**src/design/assert_macros.svh**
```systemverilog
// Assertion macros shared by the execute block; they expect clk and rst_n in scope.
`ifndef ASSERT_MACROS_SVH
`define ASSERT_MACROS_SVH

// Same-cycle implication, checked outside reset.
`define BRME_ASSERT_IMP(lbl, ante, cons) \
    lbl: assert property (@(posedge clk) disable iff (!rst_n) (ante) |-> (cons)) \
        else $error("same-cycle check failed");

// Next-cycle implication, checked outside reset.
`define BRME_ASSERT_NXT(lbl, ante, cons) \
    lbl: assert property (@(posedge clk) disable iff (!rst_n) (ante) |=> (cons)) \
        else $error("next-cycle check failed");

`endif

```
**src/design/brme_pkg.sv**
```systemverilog
// Shared types, codes and helper functions of the byte register machine execute block.
package brme_pkg;

    localparam int REGS_DEFAULT      = 32;
    localparam int MEM_BYTES_DEFAULT = 512;

    localparam int OPER_W     = 3;
    localparam int BYTE_W     = 8;
    localparam int ADDR_W     = 9;
    localparam int STEP_W     = 9;
    localparam int KIND_W     = 2;
    localparam int ACT_W      = 6;
    localparam int MSIZE_W    = 10;
    localparam int CFG_IDX_W  = 1;
    localparam int CFG_DATA_W = 10;
    localparam int REG_LIM_W  = 9;
    localparam int MEM_LIM_W  = 17;
    localparam int QDEPTH     = 2;
    localparam int QAW        = $clog2(QDEPTH);

    localparam logic [OPER_W-1:0] OPER_EXEC  = 3'd0;
    localparam logic [OPER_W-1:0] OPER_WRREG = 3'd1;
    localparam logic [OPER_W-1:0] OPER_WRMEM = 3'd2;
    localparam logic [OPER_W-1:0] OPER_RDREG = 3'd3;
    localparam logic [OPER_W-1:0] OPER_RDMEM = 3'd4;

    localparam logic [BYTE_W-1:0] OPC_AND    = 8'd0;
    localparam logic [BYTE_W-1:0] OPC_OR     = 8'd1;
    localparam logic [BYTE_W-1:0] OPC_ADD    = 8'd2;
    localparam logic [BYTE_W-1:0] OPC_MUL    = 8'd3;
    localparam logic [BYTE_W-1:0] OPC_XOR    = 8'd4;
    localparam logic [BYTE_W-1:0] OPC_PRINT  = 8'd5;
    localparam logic [BYTE_W-1:0] OPC_SLEEP  = 8'd6;
    localparam logic [BYTE_W-1:0] OPC_LOAD   = 8'd7;
    localparam logic [BYTE_W-1:0] OPC_STORE  = 8'd8;
    localparam logic [BYTE_W-1:0] OPC_JNE    = 8'd9;
    localparam logic [BYTE_W-1:0] OPC_LOADI  = 8'd10;
    localparam logic [BYTE_W-1:0] OPC_STOREI = 8'd11;

    localparam logic [KIND_W-1:0] EV_NONE  = 2'd0;
    localparam logic [KIND_W-1:0] EV_PRINT = 2'd1;
    localparam logic [KIND_W-1:0] EV_SLEEP = 2'd2;

    localparam logic [CFG_IDX_W-1:0] CFG_ACTIVE_REGISTERS = 1'd0;
    localparam logic [CFG_IDX_W-1:0] CFG_MEMORY_SIZE      = 1'd1;

    localparam logic [ACT_W-1:0]   ACTIVE_RESET = 6'd32;
    localparam logic [MSIZE_W-1:0] MSIZE_RESET  = 10'd512;
    localparam logic [STEP_W-1:0]  STEP_ONE     = 9'd1;

    typedef enum logic [3:0] {
        UOP_NOP,
        UOP_ALU,
        UOP_EVENT,
        UOP_LOAD,
        UOP_STORE,
        UOP_JNE,
        UOP_REGW,
        UOP_MEMW,
        UOP_RDREG,
        UOP_RDMEM
    } uop_kind_t;

    typedef enum logic [2:0] {
        ALU_AND = 3'd0,
        ALU_OR  = 3'd1,
        ALU_ADD = 3'd2,
        ALU_MUL = 3'd3,
        ALU_XOR = 3'd4
    } alu_t;

    typedef struct packed {
        uop_kind_t          kind;
        alu_t               alu;
        logic [KIND_W-1:0]  ev_kind;
        logic [ADDR_W-1:0]  s_idx;
        logic               s_ok;
        logic [ADDR_W-1:0]  t_idx;
        logic               t_ok;
        logic [ADDR_W-1:0]  w_idx;
        logic               w_ok;
        logic [ADDR_W-1:0]  m_addr;
        logic               m_ok;
        logic [BYTE_W-1:0]  imm;
        logic [BYTE_W-1:0]  offset;
    } uop_t;

    function automatic logic reg_ok(input logic [ADDR_W-1:0] idx,
                                    input logic [ACT_W-1:0] act,
                                    input logic [REG_LIM_W-1:0] lim);
        reg_ok = (idx < {{(ADDR_W-ACT_W){1'b0}}, act}) && (idx < lim);
    endfunction

    function automatic logic mem_ok(input logic [ADDR_W-1:0] addr,
                                    input logic [MSIZE_W-1:0] msize,
                                    input logic [MEM_LIM_W-1:0] lim);
        mem_ok = ({{(MSIZE_W-ADDR_W){1'b0}}, addr} < msize)
              && ({{(MEM_LIM_W-ADDR_W){1'b0}}, addr} < lim);
    endfunction

endpackage

```
**src/design/brme_queue.sv**
```systemverilog
// Two-word queue of decoded operations between the front decoder and the execute unit.
module brme_queue (
    input  logic           clk,
    input  logic           rst_n,
    input  logic           push,
    input  brme_pkg::uop_t push_data,
    output logic           full,
    input  logic           pop,
    output brme_pkg::uop_t pop_data,
    output logic           empty
);

    localparam int QAW = brme_pkg::QAW;
    localparam int CW  = QAW + 1;
    localparam logic [CW-1:0]  FULL_CNT = CW'(brme_pkg::QDEPTH);
    localparam logic [QAW-1:0] LAST_PTR = QAW'(brme_pkg::QDEPTH - 1);

    brme_pkg::uop_t  q_mem [brme_pkg::QDEPTH];
    logic [QAW-1:0]  wr_ptr_reg;
    logic [QAW-1:0]  wr_ptr_next;
    logic [QAW-1:0]  rd_ptr_reg;
    logic [QAW-1:0]  rd_ptr_next;
    logic [CW-1:0]   count_reg;
    logic [CW-1:0]   count_next;

    assign full     = (count_reg == FULL_CNT);
    assign empty    = (count_reg == '0);
    assign pop_data = q_mem[rd_ptr_reg];

    always_comb
    begin
        wr_ptr_next = wr_ptr_reg;
        rd_ptr_next = rd_ptr_reg;
        count_next  = count_reg;
        if (push)
        begin
            wr_ptr_next = (wr_ptr_reg == LAST_PTR) ? '0 : wr_ptr_reg + 1'b1;
        end
        if (pop)
        begin
            rd_ptr_next = (rd_ptr_reg == LAST_PTR) ? '0 : rd_ptr_reg + 1'b1;
        end
        case ({push, pop})
            2'b10:   count_next = count_reg + 1'b1;
            2'b01:   count_next = count_reg - 1'b1;
            default: count_next = count_reg;
        endcase
    end

    always_ff @(posedge clk)
    begin
        if (push)
        begin
            q_mem[wr_ptr_reg] <= push_data;
        end
    end

    always_ff @(posedge clk or negedge rst_n)
    begin
        if (!rst_n)
        begin
            wr_ptr_reg <= '0;
            rd_ptr_reg <= '0;
            count_reg  <= '0;
        end
        else
        begin
            wr_ptr_reg <= wr_ptr_next;
            rd_ptr_reg <= rd_ptr_next;
            count_reg  <= count_next;
        end
    end

endmodule

```
**config.mk**
```make
export PLATFORM = sky130hd
export DESIGN_NAME = brme_queue
export DESIGN_NICKNAME = d
export VERILOG_FILES = /design/src/design/assert_macros.svh /design/src/design/brme_pkg.sv /design/src/design/brme_queue.sv
export SDC_FILE = /design/constraint.sdc
export NUM_CORES = 1
export LEC_CHECK = 0
export BUFFER_PORTS_ARGS = -buffer_cell sky130_fd_sc_hd__buf_2
export CORE_MARGIN = 2
export CORE_UTILIZATION = 56
export DETAILED_ROUTE_END_ITERATION = 10
export PLACE_DENSITY = 0.84
export SETUP_SLACK_MARGIN = 0.05
export SYNTH_ARGS = -nofsm -noshare
export SYNTH_HDL_FRONTEND = slang
export SYNTH_SLANG_ARGS = --single-unit
```
**constraint.sdc**
```tcl
create_clock -name clk -period 5.58 [get_ports clk]
set_clock_uncertainty 0.05 [all_clocks]
set_input_delay 0.279 -clock clk [delete_from_list [all_inputs] [get_ports clk]]
set_output_delay 0.279 -clock clk [all_outputs]
set_load 0.05 [all_outputs]
```
# --- Yosys cells after proc, flatten, opt, wreduce, memory -nomap -nowiden ---
# Memory sizes are Yosys's and may differ from the RTL's.
# Cells that the tools add are included.
totals:
  register_bits: 4
  mem_bits_rw: 130
  out_inout_bits: 67
  mem_count: 1
memory_table:
  columns: ["name", "depth", "width", "rd", "rd_ports_with_merged_regs", "wr", "line", "source"]
  rows:
  - ["q_mem", 2, 65, 1, 0, 1, "brme_queue.sv:18", "brme_pkg::uop_t q_mem [brme_pkg::QDEPTH];"]
op_classes:
  add_sub_neg: 4
  eq_ne: 3
  mux: 5
  reduce_logical: 2
op_table:
  columns: ["operator", "count"]
  rows:
  - ["2-bit equality test (second input constant)", 2]
  - ["1-bit 2-to-1 mux", 4]
  - ["2-bit one-hot mux with 2 select lines", 1]
  - ["1-bit adder (second input constant)", 2]
  - ["2-bit by 1-bit adder with 2-bit output (second input constant)", 1]
  - ["2-bit by 1-bit equality test with 1-bit output (second input constant)", 1]
  - ["2-bit zero test", 1]
  - ["2-bit nonzero test", 1]
  - ["2-bit by 1-bit subtractor with 2-bit output (second input constant)", 1]

# --- Longest topological paths before layout ---
depth:
  word_depth: 2
  depth_mapped: 5
  mapped_depth_nobuf: 5

# --- Least setup slack after synthesis ---
# No wires, ideal clock.
synth_timing:
  path_type: "register to register"
  from: "register wr_ptr_reg"
  to: "memory q_mem[0][0] (netlist name) (enable)"
  arrival_ns: 3.122
  required_ns: 5.040
  path_slack_ns: 1.918
  stages_incl_launch_ff: 2
  path_buffers: 0
  cell_sequence: "dfrtp_1 > nor2_1"
synth_lines:
  columns: ["item", "line", "source"]
  rows:
  - ["from (decl)", "brme_queue.sv:19", "logic [QAW-1:0] wr_ptr_reg;"]
  - ["from (signal assigned)", "brme_queue.sv:68", "wr_ptr_reg <= wr_ptr_next;"]
  - ["to (decl)", "brme_queue.sv:18", null]
# Straight into the memory's write port.

==> impl_metrics.yaml <==
die:
  core_sq_um: 8720
  initial_core_util: 0.577
  num_rows: 34
  die_h_microns: 98.8
  die_w_microns: 98.8
  io_pins: 136
  die-area_sq_um: 9770
cts:
  cts_sinks: 134
  cts_buffer_depth: 2
  cts_tree: "built"
  cts-root-buf: "clkbuf_8"
  htreeDepth: 4
  clk_pin_slew_ns: 0.06
  cts_setup_buffers: 0
  worstSkewPairLatency_ns: 0.50
  cts_buffers: 17
critical_path:
  cp_data_required_time_ns: 5.25
  crit_type: "register to output port"
  cp-end-kind: "output port"
  arrival_ns: 2.36
  start_kind: "register"
  critical_path_peak_fanout: 66
placement:
  hpwl_microns: 5240
  place_congestion: 0.663
  dp_cells: 456
  port_buffers: 135
sta:
  drv_slew: 0
  hold_violations: 0
  min_period_ns: 2.69
  rsz0062_at_grt: "false"
  period_share: 0.482
  fmax_ghz: 0.372
  worst_pin_slew_ns: 1.11
  fin_tns_setup_ns: 0
  slew_headroom: 0.258
  setup_violations: 0
global_route:
  antenna_found_initial: 0
  grt.overflow.total: 0
  grt_pass1_wl_microns: 14200
  grt_start_max_net_pins: 67
  grt_pass1_vias: 2912
  grt_usage: 0.195
logic_synthesis:
  synth.area.top_cells: "edfxtp_1 (78%), mux2_4 (12%), mux2_2 (5.6%)"
  synth_warnings: 0
  synth_xor_area_frac: 0.00870
  synth.distinct_cells: 13
  synth_top_family_by_area: "multiplexers"
  synth_top_area_frac: 0.775
  syn_nets: 288
  seq_area_frac_synth: 0.795
  synth_top_area_cell: "edfxtp_1"
  yosys.area_share.adder: 0.00248
  synth_area_per_cell_sq_um: 23.1
  syn_area_sq_um: 5040
  synth_compound_area_frac: 0
  ys_ff_latch: 134
  synthMuxAreaShare: 0.175
  synthCells: 218
  synthSimpleGateAreaFrac: 0.00472
cells_and_area:
  final_cell_mix: "buf_2 (135), edfxtp_1 (130), dlygate4sd3_1 (68), mux2_4 (40), mux2_2 (25)"
  fill_cells: 427
  final_common_cell: "buf_2"
  largest_register_ffs: 130
  syn2layout_area_growth_pct: 40.8
  nets: 505
  drive_gt1_frac: 0.523
  n_antenna_cell: 0
  final_cells: 555
pwr:
  ir_drop_uv: 419
  combPwrFrac: 0.365
  switching_power_mw: 1.55
  cellPowerDensity_nw_per_um2: 581
  seqPwrFrac: 0.367
  internal_power_mw: 2.57
  p_leak_nw: 2.85
  power_frac_clock: 0.268
  swShare: 0.377
drt:
  wl_met1_microns: 3700
  drtPass1Iterations: 4
  route.met2.wl_microns: 4970
  drc: 0
  vias_per_cell: 4.96
  wl_per_cell_microns: 16.8
  vias: 2753
  initialDrtViolationCount: 63
  ant_nets: 0
  dr.max_layer_used: "met4"
  dr_wl_met3_microns: 559
  wl_microns: 9330
flow_run:
  drv_cap: 0
outcome:
  outcome: "finished clean"
min_path:
  min_path_type: "primary input to asynchronous set/reset pin"
[repair_timing]
item                       CTS  global route
gates resized for setup      0             0
hold endpoints to repair   136             0
setup endpoints to repair    0             0
hold buffers                68             0
[cell families after synthesis]
logic type	Yosys count
flops	134
mux	65
buf+inv	8
xor+xnor	5
simple gates	5
fa+ha+maj	1
[final timing paths]
| check | start | endpoint | slack [ns] | cells past startpoint |
|---|---|---|---|---|
| min in group clk | count_reg[1] | count_reg[1] | 0.45 | 1 |
| hold reg to reg | count_reg[1] | count_reg[1] | 0.45 | 1 |
| setup reg to reg | wr_ptr_reg | q_mem[0][11] | 3.51 | 2 |
| setup / recovery | rd_ptr_reg | pop_data[64] | 2.89 | 2 |
| max in group asynchronous | rst_n | rd_ptr_reg | 5.28 | 2 |
| hold / removal | rst_n | wr_ptr_reg | 0.06 | 2 |
[worst max-delay path, cell delays in order (launching register included)]
cell and delay, ns:
dfrtp_4 1.10, mux2_2 0.44, buf_2 0.21
[per-layer routing]
metal  track usage  up-vias
met2         0.348      111
met3        0.0681       11
met4        0.0632        0
li1              -     1298
met5             0        -
met1         0.218     1333
[synth_stat cells (all sizes together)]
cell type  instances
xnor2              2
inv                1
and2               1
dfrtp              4
ha                 1
edfxtp           130
mux2              65
xor2               3
buf                7
nor2               3
nor2b              1
[per-stage QoR]
step | hold slack [ns] | total power, mW | setup slack [ns] | utilization | instance area [sq um]
after floorplan | -0.0666 | 2.73 | 1.92 | - | 5040
after global placement | 0.0370 | 2.97 | 3.44 | 0.666 | 5810
after detailed placement | 0.0455 | 3.00 | 3.42 | 0.666 | 5810
after CTS | 0.0363 | 4.14 | 2.89 | 0.813 | 7090
after global routing | 0.0353 | 4.26 | 2.80 | 0.813 | 7090
final | 0.0580 | 4.12 | 2.89 | 0.813 | 7090
[final cells by class]
type,instances,area [sq um],share of cell area
clock buffers,18,418,0.0589
well taps,108,135,0.0191
clock inverters,13,183,0.0258
flip-flops and latches,134,4010,0.565
multi-input cells,76,971,0.137
repair buffers,205,1370,0.193
inverters,1,3.75,0.000529
[power groups by stage]
stage          sequential [mW]  clock [mW]  combinational (mW)
2_1_floorplan             1.41           0                1.32
3_3_place_gp              1.52           0                1.46
3_5_place_dp              1.53           0                1.46
4_1_cts                   1.51        1.12                1.50
5_1_grt                   1.54        1.16                1.56
6_report                  1.51        1.10                1.50
Power figures use the tool's default switching activity.
