### config.mk
export PLATFORM = sky130hd
export DESIGN_NAME = brme_front
export DESIGN_NICKNAME = d
export VERILOG_FILES = /design/src/design/assert_macros.svh /design/src/design/brme_pkg.sv /design/src/design/brme_front.sv
export SDC_FILE = /design/constraint.sdc
export NUM_CORES = 1
export LEC_CHECK = 0
export BUFFER_PORTS_ARGS = -buffer_cell sky130_fd_sc_hd__buf_2
export CORE_MARGIN = 2
export CORE_UTILIZATION = 30
export DETAILED_ROUTE_END_ITERATION = 8
export PLACE_DENSITY = 0.62
export REMOVE_ABC_BUFFERS = 1
export SKIP_LAST_GASP = 1
export SYNTH_ARGS = -nofsm -noshare
export SYNTH_HDL_FRONTEND = slang
export SYNTH_SLANG_ARGS = --single-unit
### constraint.sdc
create_clock -name vclk -period 5.4
set_input_delay 1.08 -clock vclk [all_inputs]
set_output_delay 1.08 -clock vclk [all_outputs]
set_load 0.01 [all_outputs]
### src/design/assert_macros.svh
// Assertion macros shared by the execute block; they expect clk and rst_n in scope.
`ifndef ASSERT_MACROS_SVH
`define ASSERT_MACROS_SVH

// Same-cycle implication, checked outside reset.
`define BRME_ASSERT_IMP(lbl, ante, cons) \
    lbl: assert property (@(posedge clk) disable iff (!rst_n) (ante) |-> (cons)) \
        else $error("same-cycle check failed");

// Next-cycle implication, checked outside reset.
`define BRME_ASSERT_NXT(lbl, ante, cons) \
    lbl: assert property (@(posedge clk) disable iff (!rst_n) (ante) |=> (cons)) \
        else $error("next-cycle check failed");

`endif

### src/design/brme_pkg.sv
// Shared types, codes and helper functions of the byte register machine execute block.
package brme_pkg;

    localparam int REGS_DEFAULT      = 32;
    localparam int MEM_BYTES_DEFAULT = 512;

    localparam int OPER_W     = 3;
    localparam int BYTE_W     = 8;
    localparam int ADDR_W     = 9;
    localparam int STEP_W     = 9;
    localparam int KIND_W     = 2;
    localparam int ACT_W      = 6;
    localparam int MSIZE_W    = 10;
    localparam int CFG_IDX_W  = 1;
    localparam int CFG_DATA_W = 10;
    localparam int REG_LIM_W  = 9;
    localparam int MEM_LIM_W  = 17;
    localparam int QDEPTH     = 2;
    localparam int QAW        = $clog2(QDEPTH);

    localparam logic [OPER_W-1:0] OPER_EXEC  = 3'd0;
    localparam logic [OPER_W-1:0] OPER_WRREG = 3'd1;
    localparam logic [OPER_W-1:0] OPER_WRMEM = 3'd2;
    localparam logic [OPER_W-1:0] OPER_RDREG = 3'd3;
    localparam logic [OPER_W-1:0] OPER_RDMEM = 3'd4;

    localparam logic [BYTE_W-1:0] OPC_AND    = 8'd0;
    localparam logic [BYTE_W-1:0] OPC_OR     = 8'd1;
    localparam logic [BYTE_W-1:0] OPC_ADD    = 8'd2;
    localparam logic [BYTE_W-1:0] OPC_MUL    = 8'd3;
    localparam logic [BYTE_W-1:0] OPC_XOR    = 8'd4;
    localparam logic [BYTE_W-1:0] OPC_PRINT  = 8'd5;
    localparam logic [BYTE_W-1:0] OPC_SLEEP  = 8'd6;
    localparam logic [BYTE_W-1:0] OPC_LOAD   = 8'd7;
    localparam logic [BYTE_W-1:0] OPC_STORE  = 8'd8;
    localparam logic [BYTE_W-1:0] OPC_JNE    = 8'd9;
    localparam logic [BYTE_W-1:0] OPC_LOADI  = 8'd10;
    localparam logic [BYTE_W-1:0] OPC_STOREI = 8'd11;

    localparam logic [KIND_W-1:0] EV_NONE  = 2'd0;
    localparam logic [KIND_W-1:0] EV_PRINT = 2'd1;
    localparam logic [KIND_W-1:0] EV_SLEEP = 2'd2;

    localparam logic [CFG_IDX_W-1:0] CFG_ACTIVE_REGISTERS = 1'd0;
    localparam logic [CFG_IDX_W-1:0] CFG_MEMORY_SIZE      = 1'd1;

    localparam logic [ACT_W-1:0]   ACTIVE_RESET = 6'd32;
    localparam logic [MSIZE_W-1:0] MSIZE_RESET  = 10'd512;
    localparam logic [STEP_W-1:0]  STEP_ONE     = 9'd1;

    typedef enum logic [3:0] {
        UOP_NOP,
        UOP_ALU,
        UOP_EVENT,
        UOP_LOAD,
        UOP_STORE,
        UOP_JNE,
        UOP_REGW,
        UOP_MEMW,
        UOP_RDREG,
        UOP_RDMEM
    } uop_kind_t;

    typedef enum logic [2:0] {
        ALU_AND = 3'd0,
        ALU_OR  = 3'd1,
        ALU_ADD = 3'd2,
        ALU_MUL = 3'd3,
        ALU_XOR = 3'd4
    } alu_t;

    typedef struct packed {
        uop_kind_t          kind;
        alu_t               alu;
        logic [KIND_W-1:0]  ev_kind;
        logic [ADDR_W-1:0]  s_idx;
        logic               s_ok;
        logic [ADDR_W-1:0]  t_idx;
        logic               t_ok;
        logic [ADDR_W-1:0]  w_idx;
        logic               w_ok;
        logic [ADDR_W-1:0]  m_addr;
        logic               m_ok;
        logic [BYTE_W-1:0]  imm;
        logic [BYTE_W-1:0]  offset;
    } uop_t;

    function automatic logic reg_ok(input logic [ADDR_W-1:0] idx,
                                    input logic [ACT_W-1:0] act,
                                    input logic [REG_LIM_W-1:0] lim);
        reg_ok = (idx < {{(ADDR_W-ACT_W){1'b0}}, act}) && (idx < lim);
    endfunction

    function automatic logic mem_ok(input logic [ADDR_W-1:0] addr,
                                    input logic [MSIZE_W-1:0] msize,
                                    input logic [MEM_LIM_W-1:0] lim);
        mem_ok = ({{(MSIZE_W-ADDR_W){1'b0}}, addr} < msize)
              && ({{(MEM_LIM_W-ADDR_W){1'b0}}, addr} < lim);
    endfunction

endpackage

### src/design/brme_front.sv
// Front decoder: accepts input words and turns them into checked operations for the queue.
module brme_front #(
    parameter int REGS      = brme_pkg::REGS_DEFAULT,
    parameter int MEM_BYTES = brme_pkg::MEM_BYTES_DEFAULT
) (
    input  logic                              in_valid,
    output logic                              in_ready,
    input  logic [brme_pkg::OPER_W-1:0]       operation,
    input  logic [brme_pkg::BYTE_W-1:0]       opcode,
    input  logic [brme_pkg::BYTE_W-1:0]       first_operand,
    input  logic [brme_pkg::BYTE_W-1:0]       second_operand,
    input  logic [brme_pkg::BYTE_W-1:0]       third_operand,
    input  logic [brme_pkg::ADDR_W-1:0]       access_address,
    input  logic [brme_pkg::BYTE_W-1:0]       access_data,
    input  logic [brme_pkg::ACT_W-1:0]        active_regs,
    input  logic [brme_pkg::MSIZE_W-1:0]      mem_size,
    input  logic                              clearing,
    input  logic                              q_full,
    output logic                              q_push,
    output brme_pkg::uop_t                    q_data
);

    localparam logic [brme_pkg::REG_LIM_W-1:0] REG_LIM = brme_pkg::REG_LIM_W'(REGS);
    localparam logic [brme_pkg::MEM_LIM_W-1:0] MEM_LIM = brme_pkg::MEM_LIM_W'(MEM_BYTES);

    brme_pkg::uop_t                    uop;
    logic [brme_pkg::ADDR_W-1:0]       op1_idx;
    logic [brme_pkg::ADDR_W-1:0]       op2_idx;
    logic [brme_pkg::ADDR_W-1:0]       op3_idx;

    assign op1_idx = {1'b0, first_operand};
    assign op2_idx = {1'b0, second_operand};
    assign op3_idx = {1'b0, third_operand};

    assign in_ready = !q_full && !clearing;
    assign q_push   = in_valid && in_ready;

    always_comb
    begin
        uop      = '0;
        uop.kind = brme_pkg::UOP_NOP;
        uop.alu  = brme_pkg::ALU_AND;
        unique case (operation)
            brme_pkg::OPER_EXEC:
            begin
                unique case (opcode) inside
                    brme_pkg::OPC_AND, brme_pkg::OPC_OR, brme_pkg::OPC_ADD,
                    brme_pkg::OPC_MUL, brme_pkg::OPC_XOR:
                    begin
                        uop.kind  = brme_pkg::UOP_ALU;
                        uop.alu   = brme_pkg::alu_t'(opcode[2:0]);
                        uop.s_idx = op2_idx;
                        uop.t_idx = op3_idx;
                        uop.w_idx = op1_idx;
                    end
                    brme_pkg::OPC_PRINT, brme_pkg::OPC_SLEEP:
                    begin
                        uop.kind    = brme_pkg::UOP_EVENT;
                        uop.ev_kind = (opcode == brme_pkg::OPC_PRINT) ? brme_pkg::EV_PRINT
                                                                     : brme_pkg::EV_SLEEP;
                        uop.t_idx   = op1_idx;
                    end
                    brme_pkg::OPC_LOAD:
                    begin
                        uop.kind  = brme_pkg::UOP_LOAD;
                        uop.s_idx = op2_idx;
                        uop.w_idx = op1_idx;
                    end
                    brme_pkg::OPC_STORE:
                    begin
                        uop.kind  = brme_pkg::UOP_STORE;
                        uop.s_idx = op2_idx;
                        uop.t_idx = op1_idx;
                    end
                    brme_pkg::OPC_JNE:
                    begin
                        uop.kind   = brme_pkg::UOP_JNE;
                        uop.s_idx  = op2_idx;
                        uop.t_idx  = op1_idx;
                        uop.offset = third_operand;
                    end
                    brme_pkg::OPC_LOADI:
                    begin
                        uop.kind  = brme_pkg::UOP_REGW;
                        uop.w_idx = op1_idx;
                        uop.imm   = second_operand;
                    end
                    brme_pkg::OPC_STOREI:
                    begin
                        uop.kind   = brme_pkg::UOP_MEMW;
                        uop.m_addr = op1_idx;
                        uop.imm    = second_operand;
                    end
                    default:
                    begin
                        uop.kind = brme_pkg::UOP_NOP;
                    end
                endcase
            end
            brme_pkg::OPER_WRREG:
            begin
                uop.kind  = brme_pkg::UOP_REGW;
                uop.w_idx = access_address;
                uop.imm   = access_data;
            end
            brme_pkg::OPER_WRMEM:
            begin
                uop.kind   = brme_pkg::UOP_MEMW;
                uop.m_addr = access_address;
                uop.imm    = access_data;
            end
            brme_pkg::OPER_RDREG:
            begin
                uop.kind  = brme_pkg::UOP_RDREG;
                uop.s_idx = access_address;
            end
            brme_pkg::OPER_RDMEM:
            begin
                uop.kind   = brme_pkg::UOP_RDMEM;
                uop.m_addr = access_address;
            end
            default:
            begin
                uop.kind = brme_pkg::UOP_NOP;
            end
        endcase
        uop.s_ok = brme_pkg::reg_ok(uop.s_idx, active_regs, REG_LIM);
        uop.t_ok = brme_pkg::reg_ok(uop.t_idx, active_regs, REG_LIM);
        uop.w_ok = brme_pkg::reg_ok(uop.w_idx, active_regs, REG_LIM);
        uop.m_ok = brme_pkg::mem_ok(uop.m_addr, mem_size, MEM_LIM);
    end

    assign q_data = uop;

endmodule

# Word-level counts from Yosys, hierarchy flattened
# Index checks and enable logic that the tools add are counted.
# Widths: inputs -> output; s select.
dict set report classes {
  addsub 0
  mul 0
  div_mod_pow 0
  magnitude_cmp 7
  eq_ne 15
  shifts 0
  mux 18
  bitwise_logic 0
  reduce_logical 17
}
# operator count
set op_table {}
lappend op_table {{$mux 8} 7}
lappend op_table {{$pmux 9 s2} 3}
lappend op_table {{$eq 8x3->1 const B} 4}
lappend op_table {{$eq 8x4->1 const B} 4}
lappend op_table {{$pmux 8 s2} 2}
lappend op_table {{$lt 9x6->1} 3}
lappend op_table {{$lt 9x6->1 const B} 3}
lappend op_table {{$pmux 3 s7} 1}
lappend op_table {{$pmux 4 s5} 1}
lappend op_table {{$eq 8x2->1 const B} 2}
lappend op_table {{$lt 9x10->1} 1}
lappend op_table {{$eq 8x1->1 const B} 1}
lappend op_table {{$logic_not 8->1} 1}
lappend op_table {{$reduce_or 2->1} 4}
lappend op_table {{$reduce_or 8->1} 1}
lappend op_table {{$reduce_or 7->1} 1}
lappend op_table {{$eq 3x2->1 const B} 2}
lappend op_table {{$logic_and 1x1->1} 5}
lappend op_table {{$mux 5} 1}
lappend op_table {{$reduce_or 5->1} 1}
lappend op_table {{$mux 2} 2}
lappend op_table {{$reduce_or 4->1} 1}
lappend op_table {{$eq 3x1->1 const B} 1}
lappend op_table {{$eq 3x3->1 const B} 1}
lappend op_table {{3 further kinds} 4}
dict set report word_totals {
  reg_bits 0
  latch_bits 0
  ramBits 0
  rom_bits 0
  in_bits 71
  out_inout_bits 67
  mem_count 0
}

# Longest topological paths before layout
# Gate-level depths: netlist (run 1).
dict set report logic_depth {
  word_depth 6
  mapped_depth 12
  mapped_depth_nobuf 11
}

# Worst setup path after synthesis (run 1)
# No wires, ideal clock.
dict set report synth_timing {
  path_type {input to output}
  startpoint {input opcode[0] (netlist bit)}
  endpoint {output q_data[36] (netlist bit)}
  arrival_ps 3443
  slack_ps 877
  path_stages 10
  path_cell_list {buf_2 -> or2_2 -> a21oi_1 -> nor2b_1 -> a22o_1 -> ha_1 -> a21o_1 -> a211oi_1 -> nor2_1 -> nor4b_1}
}
# item line
set synth_lines {}
lappend synth_lines {{start, declared} brme_front.sv:9} ;# input logic [brme_pkg::BYTE_W-1:0] opcode,
lappend synth_lines {{end, declared} brme_front.sv:20} ;# output brme_pkg::uop_t q_data

==> results of run 1 <==
[power by group through the flow]
stage | Sequential [W] | Combinational (W) | Clock [W]
after global placement | 0 | 0.000143 | 0
after CTS | 0 | 0.000144 | 0
final | 0 | 0.000144 | 0
after global routing | 0 | 0.000162 | 0
after floorplan | 0 | 0.0000675 | 0
after detailed placement | 0 | 0.000144 | 0
[tightest hold or removal path, delay by kind of cell]
kind                   cells  cell delay, ps
buffers and inverters      2             200
and+or+nand+nor            1              30
[final cells by class]
cell class	count	area (um^2)
Fill cell	609	3080
Multi-Input combinational cell	211	1530
Inverter	22	82.6
Timing Repair Buffer	142	723
Tap cell	72	90.1
[worst min-delay path by stage]
stage / startpoint / end / depth (start not counted)
final: q_full / in_ready / 3
after global routing: q_full / in_ready / 3
after CTS: q_full / in_ready / 3
after detailed placement: q_full / in_ready / 3
after global placement: q_full / in_ready / 3
after floorplan: operation[2] / q_data[10] / 1
[through the flow]
| step | hold WS, ps | setup WS (ps) | instances |
|---|---|---|---|
| 6_report | 2390 | 403 | 447 |
| 5_1_grt | 2400 | 132 | 447 |
| 4_1_cts | 2400 | 398 | 447 |
| 3_5_place_dp | 2390 | 410 | 447 |
| 3_3_place_gp | 2390 | 533 | 447 |
| 2_1_floorplan | 2210 | 813 | 233 |
[synth_stat cells, drive strengths merged]
master | instances | area [um^2]
nand4 | 2 | 12.5
ha | 23 | 288
nor3 | 8 | 45.0
nor2b | 5 | 31.3
o2111ai | 1 | 8.76
nor3b | 2 | 15.0
or2b | 5 | 37.5
nor4 | 6 | 67.6
nor4b | 1 | 8.76
nor4bb | 3 | 30.0
a22o | 23 | 201
a21oi | 9 | 45.0
a211oi | 14 | 105
o21ai | 17 | 85.1
nand2b | 5 | 31.3
or4 | 2 | 18.8
a311oi | 1 | 8.76
o221ai | 1 | 8.76
o21bai | 1 | 7.51
nand3 | 6 | 30.0
a21boi | 1 | 7.51
a31oi | 3 | 18.8
inv | 22 | 82.6
or2 | 2 | 12.5
and2 | 11 | 68.8
a211o | 2 | 17.5
nand2 | 23 | 86.3
o2bb2ai | 1 | 8.76
conb | 1 | 3.75
a221o | 1 | 10.0
and3 | 3 | 18.8
buf | 13 | 88.8
nor2 | 9 | 33.8
xnor2 | 1 | 8.76
o22ai | 3 | 18.8
a2111o | 1 | 11.3
o31a | 1 | 8.76
a221oi | 8 | 70.1
and4 | 2 | 17.5
clkbuf | 4 | 18.8
a21o | 3 | 22.5
[layer usage]
metal | part of all wire | wire, um
met5 | 0 | 0
met2 | 0.49 | 3260
met1 | 0.42 | 2810
met3 | 0.086 | 573
met4 | 0.0076 | 51
[cells by family after synthesis]
logic type / synth area share
and+or+nand+nor: 0.329
AOI/OAI and AO/OA: 0.386
buffers and inverters: 0.111
adders and majority gates: 0.167
xor gates and xnor gates: 0.00509
other: 0.00218
==> results.cfg, run 1 <==
[status]
run_status = finished clean

[sta]
setup_viol = 0
period_share = 0.925
max_slew_headroom = 0.550
min_period_ps = 5000
max_freq_mhz = 200
tns_ps = 0
final_hold_viol_count = 0
grt_setup_unrepaired = false
report.final.slew_viol_count = 0
worstMarginPinSlew_ps = 673

[final_layout]
most-common-layout-cells = sky130_fd_sc_hd__buf_2, sky130_fd_sc_hd__nand2_1, sky130_fd_sc_hd__a22o_1, sky130_fd_sc_hd__ha_1, sky130_fd_sc_hd__inv_1
mostFrequentLayoutCell = sky130_fd_sc_hd__buf_2
share_of_post_route_cells_with_drive_strength_above_1 = 0.392
final_util = 0.441
post-route-cell-area_mm2 = 0.00243
seq_area_um2 = 0
clock_buffer_count = 0
final_nets = 471
insertedDiodeCount = 0
nFlopsAndLatches = 0
area.growth.synth_to_final_pct = 41.0

[floorplanning]
floorplan.io_pins = 138
starting_utilization_of_the_core_area = 0.312
die_height_um = 79.7
floorplan.die.width_um = 79.7
rows = 27
core_mm2 = 0.00551
die_area_mm2 = 0.00636

[critical_path]
crit_path_top_delay_cell = sky130_fd_sc_hd__nor4_4
kind_of_cell_adding_the_most_delay_to_the_critical_path = simple AND/OR/NAND/NOR gates
worstPathBufferInverterCount = 3
timing.critical_path.to_type = output port
timing.critical_path.from = opcode[5]
critical_path_data_required_time_ps = 4320
worst_path_arrival_time_ps = 3920
startpoint_type = input pin
worst_setup_path_endpoint = q_data[36]
worst-setup-path-type = input pin to output port
cp_common_cell = sky130_fd_sc_hd__buf_2
crit_fanout = 10
path_cells = buf_2 > nor4_4 > nand2_1 > buf_4 > nor2b_1 > a22o_1 > ha_1 > a21o_1 > a211oi_1 > nor2_1 > nor4b_1 > buf_2
timing.critical_path.slowest_cell_delay_ps = 450
cell_depth_of_the_worst_setup_path = 12

[synth]
synth_area_mm2 = 0.00172
yosys_warnings = 0
cell_count_after_synthesis = 250
synth_cell_type_count = 48
ys_seq_area_frac = 0
postSynthAreaPerCell_um2 = 6.88

[hold_path]
hold_class = input pin to output port

[run]
max-cap-violations = 0

[power]
peakVddDrop_mv = 0.0252
power-per-cell-area_mw_per_mm2 = 59.5
power.sequential.fraction = 0
power.share.combinational = 1.000
p_leak_nw = 1.35
internal-power_w = 0.0000626
switching_share = 0.567
fin_total_pwr_w = 0.000144
net-switching-power_w = 0.0000818
share_clk_of_total_power = 0

[grt]
first_global_vias = 2277
grt.busiest_layer = met2
grtUsageMet2 = 0.361
first_pass_grt_wire_length_um = 10400
overflow = 0
grt.met3_usage = 0.0249
gr-usage-met1 = 0.254
grt_max_degree = 27
antenna_violations_before_repair = 0
track_usage = 0.197

[place]
io_buffers = 137
gpl.final_weighted_congestion = 0.862
placed_area_mm2 = 0.00243
detailedPlacementHpwl_um = 5630

[cts]
cts_hold_repair_buffers = 0
cts_post_setup_buffers_inserted = 0
cts_repair_resize_count = 0

[detailed_routing]
routed_wirelength_um = 6690
drc_violation_count_after_routing = 0
drt-pass1-iter-count = 4
via_per_inst = 5.47
drt-initial-drc-count = 77
detailroute.via_count = 2446
wire_per_inst_um = 15.0
postRouteAntennaNets = 0
No activity file was read; power rests on OpenSTA's default activity.
==> run 2: changes to the inputs <==
--- a/config.mk
+++ b/config.mk
@@ -5,8 +5,9 @@
 export SDC_FILE = /design/constraint.sdc
 export NUM_CORES = 1
 export LEC_CHECK = 0
+export ABC_CLOCK_PERIOD_IN_PS = 5400
 export BUFFER_PORTS_ARGS = -buffer_cell sky130_fd_sc_hd__buf_2
-export CORE_MARGIN = 2
+export CORE_MARGIN = 1
 export CORE_UTILIZATION = 30
 export DETAILED_ROUTE_END_ITERATION = 8
 export PLACE_DENSITY = 0.62
==> constraint.sdc (replaced) <==
create_clock -name vclk -period 5.4
set_input_delay 0.81 -clock vclk [all_inputs]
set_output_delay 0.81 -clock vclk [all_outputs]
set_load 0.01 [all_outputs]
==> run 2 against run 1 <==
Compared with the run above: wire length decreased by 4.2%; count of clock-buffer cells in the layout unchanged; worst setup slack improved by 330 ps; combinational power about the same; via count decreased by 1.9%; final area decreased by 0.93%; non-clock buffer count decreased by 3; final cell count decreased by 0.67%; first-iteration DRC count increased by 57%; critical path depth decreased by 1; die area decreased by 5.0%; flip-flop and latch count unchanged; critical endpoint is now q_data[26]; largest power group unchanged; highest routed layer unchanged.
==> results.cfg, run 2 (same netlist as run 1, synthesis figures left out) <==
[detailed_routing]
postRouteAntennaNets = 0
routed_wirelength_um = 6410
wl_met3_um = 404
detailroute.via_count = 2399
wire_per_inst_um = 14.4
drc_violation_count_after_routing = 0
via_per_inst = 5.40
wl_met2_um = 3150
top_layer = met4
drt-initial-drc-count = 121
drt-pass1-iter-count = 4
routedLengthMet1_um = 2830

[sta]
max_freq_mhz = 214
period_share = 0.864
report.final.slew_viol_count = 0
tns_ps = 0
max_slew_headroom = 0.593
setup_viol = 0
worstMarginPinSlew_ps = 609
grt_setup_unrepaired = false
final_hold_viol_count = 0
min_period_ps = 4670
setup_slack_ps = 732
final_layout_worst_hold_slack_ps = 1860

[place]
placedCellCount = 444
gpl.final_weighted_congestion = 0.858
detailedPlacementHpwl_um = 5420
io_buffers = 137
dp_worst_setup_slack_ps = 735

[critical_path]
timing.critical_path.slowest_cell_delay_ps = 500
path_cells = buf_2 > nor3_2 > nand2_1 > nor2_1 > a22o_1 > ha_1 > nand3_1 > nor2_1 > a2111o_1 > a211oi_1 > buf_2
worst_path_arrival_time_ps = 3860
crit_fanout = 25
kind_of_cell_adding_the_most_delay_to_the_critical_path = simple AND/OR/NAND/NOR gates
cell_depth_of_the_worst_setup_path = 11
startpoint_type = input pin
crit_path_top_delay_cell = sky130_fd_sc_hd__nor2_1
worstPathBufferInverterCount = 2
timing.critical_path.from = operation[1]
worst_setup_path_endpoint = q_data[26]
worst-setup-path-type = input pin to output port
timing.critical_path.to_type = output port
critical_path_data_required_time_ps = 4590

[final_layout]
fin_cells = 444
share_of_post_route_cells_with_drive_strength_above_1 = 0.387
seq_area_um2 = 0
clock_buffer_count = 0
mostFrequentLayoutCell = sky130_fd_sc_hd__buf_2
most-common-layout-cells = sky130_fd_sc_hd__buf_2, sky130_fd_sc_hd__nand2_1, sky130_fd_sc_hd__a22o_1, sky130_fd_sc_hd__ha_1, sky130_fd_sc_hd__inv_1
insertedDiodeCount = 0
area.growth.synth_to_final_pct = 39.7
nFlopsAndLatches = 0
layout.filler_cells = 625
final_nets = 468

[power]
peakVddDrop_mv = 0.0243
power-per-cell-area_mw_per_mm2 = 58.9
fin_total_pwr_w = 0.000142
p_leak_nw = 1.34

[floorplanning]
core_mm2 = 0.00551
floorplan.die.width_um = 77.7
starting_utilization_of_the_core_area = 0.312
die_height_um = 77.7
rows = 27
floorplan.io_pins = 138
die_area_mm2 = 0.00604

[run]
max-cap-violations = 0

[grt]
track_usage = 0.199
antenna_violations_before_repair = 0
overflow = 0
first_global_vias = 2172
grt_max_degree = 28
first_pass_grt_wire_length_um = 10000

[cts]
cts_repair_resize_count = 0
cts_hold_repair_buffers = 0
cts_post_setup_buffers_inserted = 0

[status]
run_status = finished clean

[hold_path]
hold_path_depth = 3
timing.hold.worst.start = q_full
hold_class = input pin to output port
run 2: changes by cell type in the layout (fill, tap and decap cells not counted):
| cell | change |
|---|---|
| sky130_fd_sc_hd__buf_4 | -3 |
run 2: how the worst min path moves through the flow:
| stage | end |
|---|---|
| 3_5_place_dp | in_ready |
| 2_1_floorplan | q_data[10] |
| 3_3_place_gp | in_ready |
| 6_report | in_ready |
| 4_1_cts | in_ready |
| 5_1_grt | in_ready |
run 2: tightest hold or removal path: stages:
cell,delay (ps)
sky130_fd_sc_hd__buf_2,80
sky130_fd_sc_hd__nor2_1,40
sky130_fd_sc_hd__buf_2,130
run 2: area by class of cell:
class	instances	area (um^2)	area share
Inverter	22	82.6	0.0344
Multi-Input combinational cell	211	1530	0.637
Tap cell	72	90.1	0.0375
Timing Repair Buffer	139	701	0.292
run 2: where the power goes:
part           leakage, nW  switching [W]  total [W]  internal (W)
Clock                    0              0          0             0
Combinational         1.34      0.0000804   0.000142     0.0000611
Sequential               0              0          0             0
Total                 1.34      0.0000804   0.000142     0.0000611
run 2: metrics by stage:
stage / utilization / area, um^2
3_3_place_gp: 0.436 / 2400
2_1_floorplan: - / 1610
3_5_place_dp: 0.436 / 2400
6_report: 0.436 / 2400
4_1_cts: 0.436 / 2400
5_1_grt: 0.436 / 2400
run 2: metal layers:
layer | track usage | up-vias
met4 | 0.00943 | 0
met3 | 0.0141 | 2
met1 | 0.257 | 1109
met5 | 0 | -
met2 | 0.371 | 85
li1 | - | 1203
